==> config.mk <==
export PLATFORM = sky130hd
export DESIGN_NAME = escaped_frame_encoder_core
export DESIGN_NICKNAME = d
export VERILOG_FILES = /design/src/design/efe_pkg.sv /design/src/design/efe_front.sv /design/src/design/efe_queue.sv /design/src/design/efe_back.sv /design/src/design/escaped_frame_encoder_core.sv
export SDC_FILE = /design/constraint.sdc
export NUM_CORES = 1
export LEC_CHECK = 0
export BUFFER_PORTS_ARGS = -buffer_cell sky130_fd_sc_hd__buf_2
export CAP_MARGIN = 15
export CORE_MARGIN = 10
export CORE_UTILIZATION = 57
export CTS_CLUSTER_DIAMETER = 150
export DETAILED_ROUTE_END_ITERATION = 16
export GPL_TIMING_DRIVEN = 0
export PLACE_DENSITY_LB_ADDON = 0.15
export SYNTH_ARGS = -nofsm -noshare
export SYNTH_HDL_FRONTEND = slang
export SYNTH_SLANG_ARGS = --single-unit
==> constraint.sdc <==
create_clock -name clk -period 4.4 [get_ports clk]
set_clock_uncertainty 0.1 [all_clocks]
set_input_delay 0.88 -clock clk [delete_from_list [all_inputs] [get_ports clk]]
set_output_delay 0.88 -clock clk [all_outputs]
set_load 0.01 [all_outputs]
==> src/design/efe_pkg.sv <==
`default_nettype none

package efe_pkg;

	localparam int BYTE_W      = 8;
	localparam int LEN_W       = 11;
	localparam int CRC_W       = 16;
	localparam int CFG_IDX_W   = 3;
	localparam int CFG_DATA_W  = 16;
	localparam int MAX_PAYLOAD = 1024;
	localparam int QUEUE_DEPTH = 2;
	localparam int QPTR_W      = $clog2(QUEUE_DEPTH);
	localparam int QCNT_W      = $clog2(QUEUE_DEPTH + 1);
	localparam int SUB_W       = 3;

	localparam logic [BYTE_W-1:0] SYNC_BYTE = 8'hFF;
	localparam logic [BYTE_W-1:0] ZERO_BYTE = 8'h00;
	localparam logic [SUB_W-1:0]  HDR_LAST  = 3'd6;

	localparam logic [CRC_W-1:0]  RST_CRC_POLY = 16'h1021;
	localparam logic [CRC_W-1:0]  RST_CRC_INIT = 16'hFFFF;
	localparam logic [BYTE_W-1:0] RST_ESCAPE   = 8'hFE;
	localparam logic [BYTE_W-1:0] RST_CODE_FF  = 8'h01;
	localparam logic [BYTE_W-1:0] RST_CODE_ESC = 8'h02;

	typedef enum logic [CFG_IDX_W-1:0] {
		REG_CRC_POLY = 3'd0,
		REG_CRC_INIT = 3'd1,
		REG_ESCAPE   = 3'd2,
		REG_CODE_FF  = 3'd3,
		REG_CODE_ESC = 3'd4
	} cfg_reg_t;

	typedef enum logic {
		OP_START   = 1'b0,
		OP_PAYLOAD = 1'b1
	} opcode_t;

	typedef enum logic [1:0] {
		K_START,
		K_DATA,
		K_ERROR,
		K_FIN
	} cmd_kind_t;

	typedef struct packed {
		logic              opcode;
		logic [BYTE_W-1:0] frame_type;
		logic [LEN_W-1:0]  payload_length;
		logic [BYTE_W-1:0] data_byte;
	} req_t;

	typedef struct packed {
		logic [BYTE_W-1:0] out_byte;
		logic              run_end;
		logic              frame_end;
		logic [CRC_W-1:0]  frame_crc;
		logic              error_flag;
	} rsp_t;

	typedef struct packed {
		logic [CRC_W-1:0]  crc_polynomial;
		logic [CRC_W-1:0]  crc_initial;
		logic [BYTE_W-1:0] escape_value;
		logic [BYTE_W-1:0] code_for_ff;
		logic [BYTE_W-1:0] code_for_escape;
	} cfg_t;

	typedef struct packed {
		cmd_kind_t         kind;
		logic [BYTE_W-1:0] value;
		logic [LEN_W-1:0]  len;
		logic              flag;
		logic [CRC_W-1:0]  crc;
	} cmd_t;

	typedef struct packed {
		logic full;
		logic empty;
	} q_stat_t;

endpackage

`default_nettype wire

==> src/design/efe_front.sv <==
`default_nettype none

module efe_front (
	input  wire logic          clk,
	input  wire logic          arst_n,
	input  wire logic          req_valid,
	output logic               req_ready,
	input  wire efe_pkg::req_t req,
	input  wire efe_pkg::cfg_t cfg,
	input  wire efe_pkg::q_stat_t q_stat,
	output logic               push,
	output efe_pkg::cmd_t      push_cmd
);

	typedef enum logic [1:0] {
		F_IDLE,
		F_FEED,
		F_FIN
	} fstate_t;

	fstate_t                              state_q;
	logic [1:0]                           cnt_q;
	logic [efe_pkg::CRC_W-1:0]            crc_q;
	logic [efe_pkg::LEN_W-1:0]            left_q;
	logic [efe_pkg::LEN_W-1:0]            len_q;
	logic                                 open_q;

	logic [efe_pkg::LEN_W-1:0]            len_sat;
	logic [efe_pkg::CRC_W-1:0]            crc_payload;
	logic [efe_pkg::BYTE_W-1:0]           feed_byte;
	logic                                 data_last;
	logic                                 acc;

	function automatic logic [efe_pkg::CRC_W-1:0] crc_feed(
		input logic [efe_pkg::CRC_W-1:0]  c_in,
		input logic [efe_pkg::BYTE_W-1:0] b,
		input logic [efe_pkg::CRC_W-1:0]  poly
	);
		logic [efe_pkg::CRC_W-1:0] c;
		c = c_in ^ {b, {(efe_pkg::CRC_W - efe_pkg::BYTE_W){1'b0}}};
		for (int k = 0; k < efe_pkg::BYTE_W; k++) begin
			if (c[efe_pkg::CRC_W-1]) begin
				c = {c[efe_pkg::CRC_W-2:0], 1'b0} ^ poly;
			end else begin
				c = {c[efe_pkg::CRC_W-2:0], 1'b0};
			end
		end
		return c;
	endfunction

	assign len_sat = (req.payload_length > efe_pkg::LEN_W'(efe_pkg::MAX_PAYLOAD))
		? efe_pkg::LEN_W'(efe_pkg::MAX_PAYLOAD) : req.payload_length;
	assign crc_payload = crc_feed(crc_q, req.data_byte, cfg.crc_polynomial);
	assign data_last = (left_q <= efe_pkg::LEN_W'(1));
	assign req_ready = (state_q == F_IDLE) && !q_stat.full;
	assign acc       = req_valid && req_ready;

	always_comb begin
		case (cnt_q)
			2'd2:    feed_byte = efe_pkg::BYTE_W'(len_q >> efe_pkg::BYTE_W);
			2'd3:    feed_byte = len_q[efe_pkg::BYTE_W-1:0];
			default: feed_byte = efe_pkg::ZERO_BYTE;
		endcase
	end

	always_comb begin
		push_cmd = '0;
		if (state_q == F_FIN) begin
			push_cmd.kind = efe_pkg::K_FIN;
			push_cmd.crc  = crc_q;
		end else if (req.opcode == efe_pkg::OP_START) begin
			push_cmd.kind  = efe_pkg::K_START;
			push_cmd.value = req.frame_type;
			push_cmd.len   = len_sat;
			push_cmd.flag  = (len_sat == '0);
		end else if (open_q) begin
			push_cmd.kind  = efe_pkg::K_DATA;
			push_cmd.value = req.data_byte;
			push_cmd.flag  = data_last;
			push_cmd.crc   = crc_payload;
		end else begin
			push_cmd.kind = efe_pkg::K_ERROR;
		end
		push = acc || ((state_q == F_FIN) && !q_stat.full);
	end

	always_ff @(posedge clk or negedge arst_n) begin
		if (!arst_n) begin
			state_q <= F_IDLE;
			cnt_q   <= '0;
			crc_q   <= efe_pkg::RST_CRC_INIT;
			left_q  <= '0;
			len_q   <= '0;
			open_q  <= 1'b0;
		end else begin
			case (state_q)
				F_IDLE: begin
					if (acc) begin
						if (req.opcode == efe_pkg::OP_START) begin
							crc_q   <= crc_feed(cfg.crc_initial, req.frame_type,
								cfg.crc_polynomial);
							len_q   <= len_sat;
							left_q  <= len_sat;
							open_q  <= 1'b1;
							cnt_q   <= '0;
							state_q <= F_FEED;
						end else if (open_q) begin
							crc_q <= crc_payload;
							if (data_last) begin
								open_q <= 1'b0;
								left_q <= '0;
							end else begin
								left_q <= left_q - efe_pkg::LEN_W'(1);
							end
						end
					end
				end
				F_FEED: begin
					crc_q <= crc_feed(crc_q, feed_byte, cfg.crc_polynomial);
					cnt_q <= cnt_q + 2'd1;
					if (cnt_q == 2'd3) begin
						state_q <= (len_q == '0) ? F_FIN : F_IDLE;
					end
				end
				F_FIN: begin
					if (!q_stat.full) begin
						open_q  <= 1'b0;
						state_q <= F_IDLE;
					end
				end
				default: state_q <= F_IDLE;
			endcase
		end
	end

`ifndef NO_ASSERTIONS
	a_feed_open: assert property (@(posedge clk) disable iff (!arst_n)
		(state_q == F_FEED) |-> open_q)
		else $error("header feed running with no frame open");
`endif

endmodule

`default_nettype wire

==> src/design/efe_queue.sv <==
`default_nettype none

module efe_queue (
	input  wire logic          clk,
	input  wire logic          arst_n,
	input  wire logic          push,
	input  wire efe_pkg::cmd_t push_cmd,
	input  wire logic          pop,
	output efe_pkg::cmd_t      head,
	output efe_pkg::q_stat_t   q_stat
);

	efe_pkg::cmd_t                  mem_q [efe_pkg::QUEUE_DEPTH];
	logic [efe_pkg::QPTR_W-1:0]     wr_ptr_q;
	logic [efe_pkg::QPTR_W-1:0]     rd_ptr_q;
	logic [efe_pkg::QCNT_W-1:0]     cnt_q;

	assign head         = mem_q[rd_ptr_q];
	assign q_stat.full  = (cnt_q == efe_pkg::QCNT_W'(efe_pkg::QUEUE_DEPTH));
	assign q_stat.empty = (cnt_q == '0);

	always_ff @(posedge clk) begin
		if (push) begin
			mem_q[wr_ptr_q] <= push_cmd;
		end
	end

	always_ff @(posedge clk or negedge arst_n) begin
		if (!arst_n) begin
			wr_ptr_q <= '0;
			rd_ptr_q <= '0;
			cnt_q    <= '0;
		end else begin
			if (push) begin
				wr_ptr_q <= (wr_ptr_q == efe_pkg::QPTR_W'(efe_pkg::QUEUE_DEPTH - 1))
					? '0 : wr_ptr_q + efe_pkg::QPTR_W'(1);
			end
			if (pop) begin
				rd_ptr_q <= (rd_ptr_q == efe_pkg::QPTR_W'(efe_pkg::QUEUE_DEPTH - 1))
					? '0 : rd_ptr_q + efe_pkg::QPTR_W'(1);
			end
			case ({push, pop})
				2'b10:   cnt_q <= cnt_q + efe_pkg::QCNT_W'(1);
				2'b01:   cnt_q <= cnt_q - efe_pkg::QCNT_W'(1);
				default: cnt_q <= cnt_q;
			endcase
		end
	end

`ifndef NO_ASSERTIONS
	a_no_overflow: assert property (@(posedge clk) disable iff (!arst_n)
		!(push && q_stat.full && !pop))
		else $error("request pushed into a full queue");
`endif

endmodule

`default_nettype wire

==> src/design/efe_back.sv <==
`default_nettype none

module efe_back (
	input  wire logic             clk,
	input  wire logic             arst_n,
	input  wire efe_pkg::cmd_t    head,
	input  wire efe_pkg::q_stat_t q_stat,
	input  wire efe_pkg::cfg_t    cfg,
	output logic                  pop,
	output logic                  rsp_valid,
	input  wire logic             rsp_ready,
	output efe_pkg::rsp_t         rsp
);

	typedef enum logic [1:0] {
		P_BODY,
		P_CRCH,
		P_CRCL
	} part_t;

	part_t                          part_q;
	logic [efe_pkg::SUB_W-1:0]      sub_q;
	logic                           rsp_valid_q;
	efe_pkg::rsp_t                  rsp_q;

	part_t                          eff;
	logic                           advance;
	logic [efe_pkg::BYTE_W-1:0]     src;
	logic                           is_ff;
	logic                           is_esc;
	logic                           two;
	logic [efe_pkg::BYTE_W-1:0]     byte_n;
	logic                           part_last;
	logic                           cmd_done;
	efe_pkg::rsp_t                  rsp_n;

	assign advance = !q_stat.empty && (!rsp_valid_q || rsp_ready);
	assign eff     = ((head.kind == efe_pkg::K_FIN) && (part_q == P_BODY)) ? P_CRCH : part_q;

	always_comb begin
		case (eff)
			P_CRCH:  src = head.crc[efe_pkg::CRC_W-1 -: efe_pkg::BYTE_W];
			P_CRCL:  src = head.crc[efe_pkg::BYTE_W-1:0];
			default: src = head.value;
		endcase
		is_ff  = (src == efe_pkg::SYNC_BYTE);
		is_esc = (src == cfg.escape_value);
		two    = is_ff || is_esc;

		if ((eff == P_BODY) && (head.kind == efe_pkg::K_START)) begin
			case (sub_q)
				3'd0, 3'd1: byte_n = efe_pkg::SYNC_BYTE;
				3'd2:       byte_n = head.value;
				3'd5:       byte_n = efe_pkg::BYTE_W'(head.len >> efe_pkg::BYTE_W);
				3'd6:       byte_n = head.len[efe_pkg::BYTE_W-1:0];
				default:    byte_n = efe_pkg::ZERO_BYTE;
			endcase
			part_last = (sub_q == efe_pkg::HDR_LAST);
		end else if ((eff == P_BODY) && (head.kind == efe_pkg::K_ERROR)) begin
			byte_n    = efe_pkg::ZERO_BYTE;
			part_last = 1'b1;
		end else if (sub_q == '0) begin
			byte_n    = two ? cfg.escape_value : src;
			part_last = !two;
		end else begin
			byte_n    = is_ff ? cfg.code_for_ff : cfg.code_for_escape;
			part_last = 1'b1;
		end

		cmd_done = part_last && ((eff == P_CRCL) ||
			((eff == P_BODY) && !((head.kind == efe_pkg::K_DATA) && head.flag)));

		rsp_n            = '0;
		rsp_n.out_byte   = byte_n;
		rsp_n.run_end    = cmd_done && !((head.kind == efe_pkg::K_START) && head.flag);
		rsp_n.frame_end  = cmd_done && (eff == P_CRCL);
		rsp_n.frame_crc  = (cmd_done && (eff == P_CRCL)) ? head.crc : '0;
		rsp_n.error_flag = (head.kind == efe_pkg::K_ERROR);
	end

	assign pop       = advance && cmd_done;
	assign rsp_valid = rsp_valid_q;
	assign rsp       = rsp_q;

	always_ff @(posedge clk or negedge arst_n) begin
		if (!arst_n) begin
			part_q      <= P_BODY;
			sub_q       <= '0;
			rsp_valid_q <= 1'b0;
			rsp_q       <= '0;
		end else begin
			if (advance) begin
				rsp_q       <= rsp_n;
				rsp_valid_q <= 1'b1;
				if (cmd_done) begin
					part_q <= P_BODY;
					sub_q  <= '0;
				end else if (part_last) begin
					part_q <= (eff == P_BODY) ? P_CRCH : P_CRCL;
					sub_q  <= '0;
				end else begin
					sub_q <= sub_q + efe_pkg::SUB_W'(1);
				end
			end else if (rsp_ready) begin
				rsp_valid_q <= 1'b0;
			end
		end
	end

`ifndef NO_ASSERTIONS
	a_frame_end_run_end: assert property (@(posedge clk) disable iff (!arst_n)
		(rsp_valid && rsp.frame_end) |-> rsp.run_end)
		else $error("frame closed without ending the run");
	a_error_clean: assert property (@(posedge clk) disable iff (!arst_n)
		(rsp_valid && rsp.error_flag) |->
			(rsp.run_end && !rsp.frame_end && (rsp.out_byte == efe_pkg::ZERO_BYTE)))
		else $error("error result carries frame data");
	a_crc_part_held: assert property (@(posedge clk) disable iff (!arst_n)
		(part_q != P_BODY) |-> !q_stat.empty)
		else $error("crc emission with no request at queue head");
`endif

endmodule

`default_nettype wire

==> src/design/escaped_frame_encoder_core.sv <==
// An accepted request is written into the queue; its wire bytes then go to the output register.
// Start request: crc fed type, zero, zero, length bytes, one per cycle; 7 header bytes out.
// Payload request: accepted every cycle while idle and the 2-entry queue has room; output is
// one wire byte per cycle when rsp_ready allows; 1-2 per payload byte (up to 6 on the last).
// Reset: configuration to defaults, no frame open, queue and output register empty.
`default_nettype none

module escaped_frame_encoder_core (
	input  wire logic                            clk,
	input  wire logic                            arst_n,
	input  wire logic                            req_valid,
	output logic                                 req_ready,
	input  wire efe_pkg::req_t                   req,
	output logic                                 rsp_valid,
	input  wire logic                            rsp_ready,
	output efe_pkg::rsp_t                        rsp,
	input  wire logic                            cfg_valid,
	output logic                                 cfg_ready,
	input  wire logic [efe_pkg::CFG_IDX_W-1:0]   cfg_index,
	input  wire logic [efe_pkg::CFG_DATA_W-1:0]  cfg_data
);

	efe_pkg::cfg_t    cfg_q;
	efe_pkg::cmd_t    push_cmd;
	efe_pkg::cmd_t    head;
	efe_pkg::q_stat_t q_stat;
	logic             push;
	logic             pop;

	assign cfg_ready = 1'b1;

	always_ff @(posedge clk or negedge arst_n) begin
		if (!arst_n) begin
			cfg_q.crc_polynomial  <= efe_pkg::RST_CRC_POLY;
			cfg_q.crc_initial     <= efe_pkg::RST_CRC_INIT;
			cfg_q.escape_value    <= efe_pkg::RST_ESCAPE;
			cfg_q.code_for_ff     <= efe_pkg::RST_CODE_FF;
			cfg_q.code_for_escape <= efe_pkg::RST_CODE_ESC;
		end else if (cfg_valid && cfg_ready) begin
			case (cfg_index)
				efe_pkg::REG_CRC_POLY: cfg_q.crc_polynomial  <= cfg_data;
				efe_pkg::REG_CRC_INIT: cfg_q.crc_initial     <= cfg_data;
				efe_pkg::REG_ESCAPE:   cfg_q.escape_value    <= cfg_data[efe_pkg::BYTE_W-1:0];
				efe_pkg::REG_CODE_FF:  cfg_q.code_for_ff     <= cfg_data[efe_pkg::BYTE_W-1:0];
				efe_pkg::REG_CODE_ESC: cfg_q.code_for_escape <= cfg_data[efe_pkg::BYTE_W-1:0];
				default:               cfg_q <= cfg_q;
			endcase
		end
	end

	efe_front u_front (
		.clk       (clk),
		.arst_n    (arst_n),
		.req_valid (req_valid),
		.req_ready (req_ready),
		.req       (req),
		.cfg       (cfg_q),
		.q_stat    (q_stat),
		.push      (push),
		.push_cmd  (push_cmd)
	);

	efe_queue u_queue (
		.clk      (clk),
		.arst_n   (arst_n),
		.push     (push),
		.push_cmd (push_cmd),
		.pop      (pop),
		.head     (head),
		.q_stat   (q_stat)
	);

	efe_back u_back (
		.clk       (clk),
		.arst_n    (arst_n),
		.head      (head),
		.q_stat    (q_stat),
		.cfg       (cfg_q),
		.pop       (pop),
		.rsp_valid (rsp_valid),
		.rsp_ready (rsp_ready),
		.rsp       (rsp)
	);

endmodule

`default_nettype wire

### Word level (Yosys, flattened, before mapping)

Memories as Yosys holds them, arrays and structs flattened.
Cells that the tools add are included.
W data, S select, Z words.

* register bits: 136
* RAM bits: 76
* bits of input ports: 52
* output and inout port bits: 30
* logic and storage cells: 249
* memories kept: 1

Memories
* u_queue.mem_q: depth 2, width 38, read ports 1, clocked after Yosys merged registers in 0, wr ports 1, line efe_queue.sv:13 `efe_pkg::cmd_t mem_q [efe_pkg::QUEUE_DEPTH];`

* $add $sub $neg: 7
* $lt $le $gt $ge: 2
* equal/unequal tests: 28
* multiplexer cells: 110
* bitwise operators: 28
* reductions and logical operators: 51

Operators with widths (count)
* $mux W16: 58
* $xor A16 B16 Y16: 27
* $mux W11: 5
* $mux W8: 6
* $pmux W16 S2: 1
* $pmux W8 S2: 2
* $pmux W8 S4: 1
* $mux W2: 13
* $logic_not A11 Y1: 2
* $mux W20: 1
* $mux W17: 1
* $eq A2 B2 Y1 const B: 8
* $mux W1: 15
* $reduce_and A3 Y1: 5
* $logic_and A1 B1 Y1: 14
* $reduce_and A2 Y1: 6
* $gt A11 B11 Y1 const B: 1
* $le A11 B1 Y1 const B: 1
* $sub A11 B1 Y11 const B: 1
* $logic_not A2 Y1: 5
* $mux W10: 1
* $reduce_bool A2 Y1: 5
* $eq A3 B2 Y1 const B: 3
* $eq A3 B3 Y1 const B: 3
* other kinds (21): 41

### Longest topological paths before layout

Gate-level depths: netlist (run 1).

* depth in word-level cells: 41
* gate-level depth with buffers: 20
* gate-level depth less buffers: 16

### Cells and area by module

From an unflattened synthesis (run 1), not the netlist that was laid out.

* cells, all modules: 1952
* area, all modules: 17694.5 um^2

Modules (own cells, without submodules)
* efe_front: times used 1, cells an instance 1421, area each 10073.4 um^2, sequential area each 1096.1 um^2
* efe_queue: times used 1, cells an instance 134, area each 2972.9 um^2, sequential area each 2382.3 um^2
* efe_back: times used 1, cells an instance 273, area each 2469.9 um^2, sequential area each 825.8 um^2
* escaped_frame_encoder_core: times used 1, cells an instance 124, area each 2178.3 um^2, sequential area each 1436.4 um^2

### Worst setup path before layout (run 1)

Ideal clock, no wire load.

* kind: input to register
* start point: in req[5] in the netlist's numbering
* end point: reg u_front.crc_q[10] in the netlist's numbering
* setup time: 85 ps
* data arrival time: 4441 ps
* data required time: 4215 ps
* path slack: -226 ps
* cell stages on the path: 15
* buffers on the path: 2
* cells stage by stage: xnor2_1 > xnor2_2 > and3_1 > or4_4 > and2_1 > buf_2 > a41o_1 > a21o_1 > xnor2_1 > xnor2_1 > clkbuf_1 > nand2_1 > xnor2_1 > mux2_2 > o221ai_1

* cells in the longest elaborated chain, start to end: 20

RTL lines
* start, declared: line escaped_frame_encoder_core.sv:13 `input wire efe_pkg::req_t req,`
* $xor A16 B16 Y16 *: line efe_front.sv:40 `c = c_in ^ {b, {(efe_pkg::CRC_W - efe_pkg::BYTE_W){1'b0}}};`
* $xor A16 B16 Y16: line efe_front.sv:43 `c = {c[efe_pkg::CRC_W-2:0], 1'b0} ^ poly;`
* $mux W16 *: line efe_front.sv:42 `if (c[efe_pkg::CRC_W-1]) begin`
* $xor A16 B16 Y16: line efe_front.sv:43
* $mux W16 * (2 in series): line efe_front.sv:42
* $xor A16 B16 Y16: line efe_front.sv:43
* $mux W16 *: line efe_front.sv:42
* $xor A16 B16 Y16: line efe_front.sv:43
* (+3 left out)
* $xor A16 B16 Y16: line efe_front.sv:43
* $mux W16 *: line efe_front.sv:42
* $xor A16 B16 Y16: line efe_front.sv:43
* $mux W16 *: line efe_front.sv:42
* $mux W16 *: line efe_front.sv:107 `end else if (open_q) begin`
* $mux W16 *: line efe_front.sv:99 `if (req.opcode == efe_pkg::OP_START) begin`
* $mux W16 *: line efe_front.sv:98 `if (acc) begin`
* $pmux W16 S2 *: line efe_front.sv:96 `case (state_q)`
* end signal, assigned: line efe_front.sv:100 `crc_q <= crc_feed(cfg.crc_initial, req.frame_type,`
* end signal, assigned: line efe_front.sv:108 `crc_q <= crc_payload;`
* end signal, assigned: line efe_front.sv:119 `crc_q <= crc_feed(crc_q, feed_byte, cfg.crc_polynomial);`
* end, declared: line efe_front.sv:23 `logic [efe_pkg::CRC_W-1:0] crc_q;`

Mark *: on every way between the ends. The rest lies on a longest branch, timed or not. The select of a mux whose other input is x is not followed.
A chain may end at the register's enable or synchronous reset.

### Final worst setup path (run 1)

* start point: reg u_front.crc_q[15] in the netlist's numbering
* end point: reg u_front.crc_q[8] in the netlist's numbering

* cells in the longest elaborated chain, start to end: 24
* elaborated cells between the ends (all ways): 43
* classes of those cells: 27 x mux; 16 x bitwise

RTL lines
* start signal, assigned: line efe_front.sv:91 `crc_q <= efe_pkg::RST_CRC_INIT;`
* start signal, assigned: line efe_front.sv:100
* start signal, assigned: line efe_front.sv:108
* $xor A16 B16 Y16: line efe_front.sv:40
* $mux W16: line efe_front.sv:42
* $mux W16: line efe_front.sv:96
* $xor A16 B16 Y16: line efe_front.sv:43
* $mux W16: line efe_front.sv:42
* $mux W16: line efe_front.sv:96
* $xor A16 B16 Y16: line efe_front.sv:43
* $mux W16: line efe_front.sv:42
* (+8 left out)
* $mux W16: line efe_front.sv:42
* $mux W16: line efe_front.sv:96
* $xor A16 B16 Y16: line efe_front.sv:43
* $mux W16: line efe_front.sv:42
* $mux W16: line efe_front.sv:96
* $xor A16 B16 Y16: line efe_front.sv:43
* $mux W16: line efe_front.sv:42
* $pmux W16 S2 *: line efe_front.sv:96

Marks and branches as above.

==> results of run 1 <==
==> logic make-up after synthesis <==
group,synth area share
compound gates,0.170
xor+xnor,0.191
fa+ha+maj,0.00634
buf+inv,0.0431
flops,0.323
mux,0.0748
other cells,0.000211
simple gates,0.190
==> per-layer routing <==
layer | routed length [µm] | up-vias | GRT usage
met2 | 30800 | 1178 | 0.529
met1 | 24900 | 8411 | 0.406
met5 | 0 | - | 0
met3 | 6830 | 328 | 0.0567
li1 | - | 7630 | -
met4 | 4440 | 0 | 0.151
==> through the flow <==
step	hold slack, ns	setup WS (ns)	util
after floorplan	0.353	-0.0145	-
after global placement	0.347	-1.80	0.614
after detailed placement	0.351	-1.92	0.617
after CTS	0.237	-0.246	0.694
after global routing	0.249	-0.494	0.737
final	0.221	-0.438	0.737
==> area by class of cell <==
| type | count | share of cell area |
|---|---|---|
| Timing Repair Buffer | 195 | 0.0678 |
| Multi-Input combinational cell | 1649 | 0.581 |
| Clock buffer | 32 | 0.0306 |
| Buffer | 151 | 0.0339 |
| Clock inverter | 12 | 0.00581 |
| Tap cell | 396 | 0.0219 |
| Sequential cell | 212 | 0.254 |
| Inverter | 27 | 0.00449 |
==> repair_timing <==
item,4_1_cts,5_1_grt
resized for setup,186,217
pin swaps,83,65
gates cloned,4,2
setup endpoints to repair,78,51
setup buffers,61,47
hold buffers,0,0
endpoints found under the hold margin,0,0
==> flip-flops by register name, indices dropped and copies added, names as in the netlist <==
register and flops:
u_queue.wr_ptr_q 1, u_queue.rd_ptr_q 1, u_front.cnt_q 2, u_front.crc_q 16, u_front.len_q 11, u_back.rsp_valid 1
u_back.rsp 27, u_front.open_q 1, u_queue.cnt_q 2, cfg_q 56, u_back.sub_q 3, u_queue.mem_q 76
u_front.left_q 11, u_back.part_q 2, u_front.state_q 2
==> critical path, stage by stage, from the launching register on <==
cell and delay [ns]:
dfstp_2 0.63, buf_6 0.16, a21bo_4 0.26, a221oi_4 0.39, or3_4 0.22, buf_6 0.12
and2_4 0.17, o311ai_4 0.12, mux2i_4 0.28, buf_6 0.16, or4_4 0.47, nand2_4 0.12
xnor2_4 0.11, xnor2_2 0.39, buf_4 0.29, a211oi_2 0.07, a211oi_2 0.28, xnor2_1 0.19
o221ai_1 0.16
==> cell usage in the layout, fill, tap and decap left out, drive strengths merged, types with 11 or more instances in the layout <==
master / instances
inv: 27
a22oi: 11
o21ai: 115
nor2: 81
a21oi: 68
nor2b: 12
clkbuf: 147
edfxtp: 76
mux2: 83
a22o: 14
nand2b: 11
nor3: 35
or2: 11
dfrtp: 92
and2: 18
nand3: 40
a32o: 11
o221ai: 12
a32oi: 11
mux2i: 39
o31ai: 18
xnor2: 290
o311ai: 12
xor2: 58
nor4: 14
a211oi: 30
o211ai: 25
a221oi: 12
nand2: 423
dfstp: 44
nand3b: 12
or3: 15
and3: 21
buf: 231
nand4: 11
==> worst paths after layout <==
kind                                    from           endpoint  cells after the start
setup reg to reg           u_front.crc_q[15]   u_front.crc_q[8]                     18
max in group asynchronous             arst_n          cfg_q[45]                      2
setup / recovery           u_front.crc_q[15]   u_front.crc_q[8]                     18
hold reg to reg               u_back.rsp[22]     u_back.rsp[22]                      2
min in group clk              u_back.rsp[22]     u_back.rsp[22]                      2
hold / removal                        arst_n  u_front.left_q[3]                      1
==> run_results.csv, run 1 <==
group,metric,value,unit
hold_path,timing.hold.worst.class,"primary input to asynchronous set/reset pin",
floorplan,floorplan.initialDensity,0.579,
floorplan,core_area,30700,µm²
layout,final_cells,2674,
grt,grt_pass1_wl,98300,µm
yosys,synthMostInstantiatedCell,"nand2_1",
yosys,yosysTopAreaCell,"xnor2_1",
run_status,run_status,"finished, violations left",
yosys,synth.avg_cell_area,8.68,µm²
drt,final_antenna_net_count,0,
yosys,synth_edf_count,76,
yosys,synth.lib_cells_used.distinct,106,
run,drv_cap,0,
grt,first_global_vias,16600,
worst_setup_path,cp_data_arrival_time,5.15,ns
clock_tree,clkSinkCount,212,
layout,fillerInstances,2242,
drt,detailed_router_s_first_iteration_violation_count,2151,
clock_tree,total_cts_buffers,24,
layout,flow.area_growth_from_synthesis,27.3,%
sta,rsz0062_at_grt,"yes",
placement,io_buffer_count,80,
worst_setup_path,required,4.71,ns
worst_setup_path,critical_path.max_fanout,10,
clock_tree,cts_tree,"built",
yosys,yosys-top-cells-area,"xnor2_1, dfrtp_1, edfxtp_1",
sta,setup_viol,48,
worst_setup_path,kind_of_critical_path,"flip-flop to flip-flop",
layout,diodes,0,
drt,wirelength,66900,µm
grt,overflow,0,
clock_tree,max-clock-path-buffers,3,
worst_setup_path,endpoint_kind,"flip-flop",
placement,detailed_place.area,18900,µm²
layout,multiInputGateArea,13100,µm²
sta,final_period_minus_worst_setup_slack,4.84,ns
floorplan,chipWidth,196,µm
placement,detailedPlacementHpwl,47700,µm
sta,worstMarginPinSlew,0.903,ns
yosys,ys_dominant_reg_cell,"dfrtp_1",
placement,place.gp.congestion,1.04,
grt,largest_net_degree_at_the_start_of_global_routing,82,
yosys,yosys.area.top_type_share,0.140,
clock_tree,cts.htree.levels,1,
yosys,syn_inst,2045,
yosys,synthesis.nets,2106,
drt,dr.pass1.iters,7,
drt,routed_via_density,6.56,
layout,final_nets,2321,
layout,drive_gt1_frac,0.301,
floorplan,std_cell_rows,64,
sta,final.setup.worst_slack,-0.438,ns
yosys,postSynth.asyncResetShare,0.642,
worst_setup_path,rrSetupSlack,-0.44,ns
yosys,share_of_synthesized_area_occupied_by_flip_flops_and_latches,0.323,
drt,num_vias,17500,
yosys,synth_top_cells_by_count,"nand2_1, xnor2_1, clkbuf_1",
sta,max-slew-margin-rel,0.398,
clock_tree,clk_latency,0.53,ns
drt,drt_drc_violations_left,0,
sta,timing.final.max_slew_violations,0,
layout,seqCellArea,5740,µm²
worst_setup_path,timing.critical_path.from_type,"flip-flop",
placement,numPlacedInstances,2524,
run_status,violated_checks,"setup timing",
clock_tree,path_clk_slew,0.06,ns
yosys,ys_ff_latch,212,
floorplan,fp.dieH,196,µm
yosys,warnings_from_yosys,0,
drt,route.detailed.wl_per_inst,25.0,µm
floorplan,ports_placed_on_the_boundary,82,
layout,design_area_final,22600,µm²
sta,hold_viol_final,0,
grt,overall_global_routing_resource_usage,0.322,
sta,period_share,1.10,
clock_tree,cts-root-buf,"clkbuf_16",
sta,setup_tns_final,-12.56,ns
sta,achievable_freq,207,MHz
floorplan,dieArea,38600,µm²
yosys,syn_area,17800,µm²
grt,initial_antenna_violation_count,1,
Power of run 1 is not shown: default switching activity piles up to over one toggle a cycle in this logic, so the estimate is an artifact.
==> run 2: changes to the inputs <==
--- a/config.mk
+++ b/config.mk
@@ -5,6 +5,7 @@
 export SDC_FILE = /design/constraint.sdc
 export NUM_CORES = 1
 export LEC_CHECK = 0
+export ABC_AREA = 1
 export BUFFER_PORTS_ARGS = -buffer_cell sky130_fd_sc_hd__buf_2
 export CAP_MARGIN = 15
 export CORE_MARGIN = 10
@@ -12,7 +13,7 @@
 export CTS_CLUSTER_DIAMETER = 150
 export DETAILED_ROUTE_END_ITERATION = 16
 export GPL_TIMING_DRIVEN = 0
-export PLACE_DENSITY_LB_ADDON = 0.15
+export PLACE_DENSITY = 0.78
 export SYNTH_ARGS = -nofsm -noshare
 export SYNTH_HDL_FRONTEND = slang
 export SYNTH_SLANG_ARGS = --single-unit
==> run 2 against run 1 <==
Against the previous run:
- the run now ends clean
- critical endpoint is now u_queue.cnt_q[1]
- first-iteration DRC count rose by 5.3%
- critical path type unchanged
- count of clock-buffer cells in the layout fell by 5
- via count up 5.0%
- routed wire length decreased by 3.7%
- non-clock buffer count fell by 134
- highest routed layer is now met5
==> run_results.csv, run 2 <==
group,metric,value,unit
worst_setup_path,worstPathCellList,"inv_2 -> or2_2 -> o21a_1 -> nand2_1 -> nand2_1 -> nand2_2 -> nand2_1 -> inv_2 -> nand2_1 -> o211ai_1 -> nand2_1 -> nor3b_1 -> nand2_2 -> nand2_1 -> nand3_1 -> o21ai_2 -> nor2_2 -> nand2_2 -> inv_1 -> ha_1 -> a21oi_1 -> o21ai_0 -> xor2_1",
drt,dr.pass1.iters,6,
layout,largest_register_ff_count,76,
sta,max-slew-margin-rel,0.260,
layout,multiInputGateArea,10300,µm²
hold_path,timing.hold.worst.class,"primary input to asynchronous set/reset pin",
worst_setup_path,worst_path_most_repeated_cell,"nand2_1",
grt,first_global_vias,17300,
yosys,ys_ff_latch,212,
yosys,synth_edf_count,76,
floorplan,fp.dieH,196,µm
sta,final_period_minus_worst_setup_slack,4.17,ns
layout,final_cells,3125,
floorplan,std_cell_rows,64,
floorplan,ports_placed_on_the_boundary,82,
clock_tree,clk_latency,0.54,ns
sta,hold_viol_final,0,
worst_setup_path,endpoint_kind,"flip-flop",
layout,most-common-layout-cells,"nand2_1, nand3_1, nor2_1, inv_1, o21ai_0",
yosys,syn_inst,2605,
clock_tree,cts.htree.levels,1,
worst_setup_path,timing.critical_path.from_type,"flip-flop",
worst_setup_path,cp_data_arrival_time,4.49,ns
run_status,run_status,"completed",
sta,setup_tns_final,0,ns
placement,numPlacedInstances,3083,
placement,io_buffer_count,79,
floorplan,core_area,30500,µm²
sta,worstMarginPinSlew,1.11,ns
layout,seqCellArea,5740,µm²
clock_tree,clkSinkCount,212,
sta,rsz0062_at_grt,"no",
yosys,synth.lib_cells_used.distinct,50,
yosys,warnings_from_yosys,0,
yosys,syn_area,17600,µm²
sta,achievable_freq,240,MHz
sta,period_share,0.948,
floorplan,floorplan.initialDensity,0.576,
sta,timing.final.max_slew_violations,0,
worst_setup_path,required,4.72,ns
layout,layout.cells.most_common,"nand2_1",
clock_tree,total_cts_buffers,23,
yosys,synth.avg_cell_area,6.75,µm²
grt,overall_global_routing_resource_usage,0.324,
sta,holdWs,0.179,ns
yosys,share_of_synthesized_area_occupied_by_flip_flops_and_latches,0.326,
clock_tree,post_cts_buffers,0,
drt,num_vias,18400,
yosys,yosys-top-cells-area,"nand2_1, dfrtp_1, edfxtp_1",
grt,initial_antenna_violation_count,1,
floorplan,chipWidth,196,µm
yosys,synth_top_cells_by_count,"nand2_1, nand3_1, nor2_1",
grt,overflow,0,
clock_tree,cts_tree,"built",
clock_tree,cts-root-buf,"clkbuf_16",
drt,final_antenna_net_count,0,
layout,regMostFlops,"u_queue.mem_q",
placement,detailedPlacementHpwl,47800,µm
drt,drt_drc_violations_left,0,
placement,place.gp.congestion,1.02,
grt,largest_net_degree_at_the_start_of_global_routing,90,
drt,route.detailed.wl_per_inst,20.6,µm
clock_tree,path_clk_slew,0.07,ns
layout,diodes,0,
grt,grt_pass1_wl,97600,µm
drt,detailed_router_s_first_iteration_violation_count,2266,
run,drv_cap,0,
drt,routed_via_density,5.89,
clock_tree,max-clock-path-buffers,3,
yosys,ys_dominant_reg_cell,"dfrtp_1",
yosys,yosysTopAreaCell,"nand2_1",
worst_setup_path,critical_path.max_fanout,10,
layout,flow.area_growth_from_synthesis,10.5,%
worst_setup_path,cpPeakStageDelay,0.39,ns
worst_setup_path,worst_path_max_delay_cell,"dfrtp_1",
layout,drive_gt1_frac,0.119,
worst_setup_path,kind_of_critical_path,"flip-flop to flip-flop",
layout,fillerInstances,2736,
sta,setup_viol,0,
drt,wirelength,64400,µm
yosys,yosys.area.top_type_share,0.153,
floorplan,dieArea,38300,µm²
yosys,synthesis.nets,2666,
layout,final_nets,2773,
yosys,synthMostInstantiatedCell,"nand2_1",
yosys,postSynth.asyncResetShare,0.642,
-- run 2: what timing repair did --
action                                  in CTS  in global routing
endpoints found under the setup margin       0                 11
hold buffers                                 0                  0
gates resized for setup                      0                 16
-- run 2: cell type report --
cell class	instances	share of cell area
multi-input combinational	2006	0.529
sequential	212	0.295
inverter	257	0.0498
clock buffer	27	0.0336
buffer	130	0.0336
tap	396	0.0255
timing repair buffer	82	0.0249
clock inverter	15	0.00818
-- run 2: critical path: cells and delay by family, from the launching register on --
kind | cells | cell delay [ns]
flops | 1 | 0.39
fa+ha+maj | 1 | 0.31
simple gates | 13 | 1.93
xor+xnor | 1 | 0.16
compound gates | 5 | 0.84
buf+inv | 3 | 0.29
-- run 2: per-layer routing --
layer / global-route usage / wire, µm / vias up
li1: - / - / 8546
met1: 0.416 / 24900 / 8550
met2: 0.491 / 27800 / 1100
met3: 0.0735 / 7480 / 221
met4: 0.191 / 4160 / 2
met5: 0 / 12 / -
-- run 2: cells by family (layout without fill, tap and decap cells) --
logic type                 after synthesis  count (layout)  synth area share
AOI/OAI and AO/OA                      309             309            0.0954
and+or+nand+nor                       1440            1440             0.353
buffers and inverters                  387             511            0.0919
DFF                                    212             212             0.326
adders and majority gates                9               9           0.00640
other                                    1               1          0.000213
xor gates and xnor gates               240             240             0.122
muxes                                    7               7           0.00398
-- run 2: stage by stage --
step                      setup slack, ns  cell area (µm²)  utilization
after global routing              0.00647            19400        0.637
final                               0.229            19400        0.637
after global placement            -0.0412            18500        0.606
after floorplan                     0.861            17600            -
after CTS                          0.0387            19400        0.636
after detailed placement           -0.104            18600        0.609
-- run 2: path summary, 6_finish.rpt --
check | startpoint | endpoint | slack [ns] | cells after the start
max | u_queue.rd_ptr_q | u_queue.cnt_q[1] | 0.23 | 23
min | arst_n | cfg_q[0] | 0.18 | 1
max reg2reg | u_queue.rd_ptr_q | u_queue.cnt_q[1] | 0.23 | 23
min reg2reg | u_back.rsp[16] | u_back.rsp[16] | 0.38 | 2
max in group asynchronous | arst_n | u_front.crc_q[12] | 3.18 | 2
min in group clk | u_back.rsp[16] | u_back.rsp[16] | 0.38 | 2
Power of run 2 is left out for the same reason.
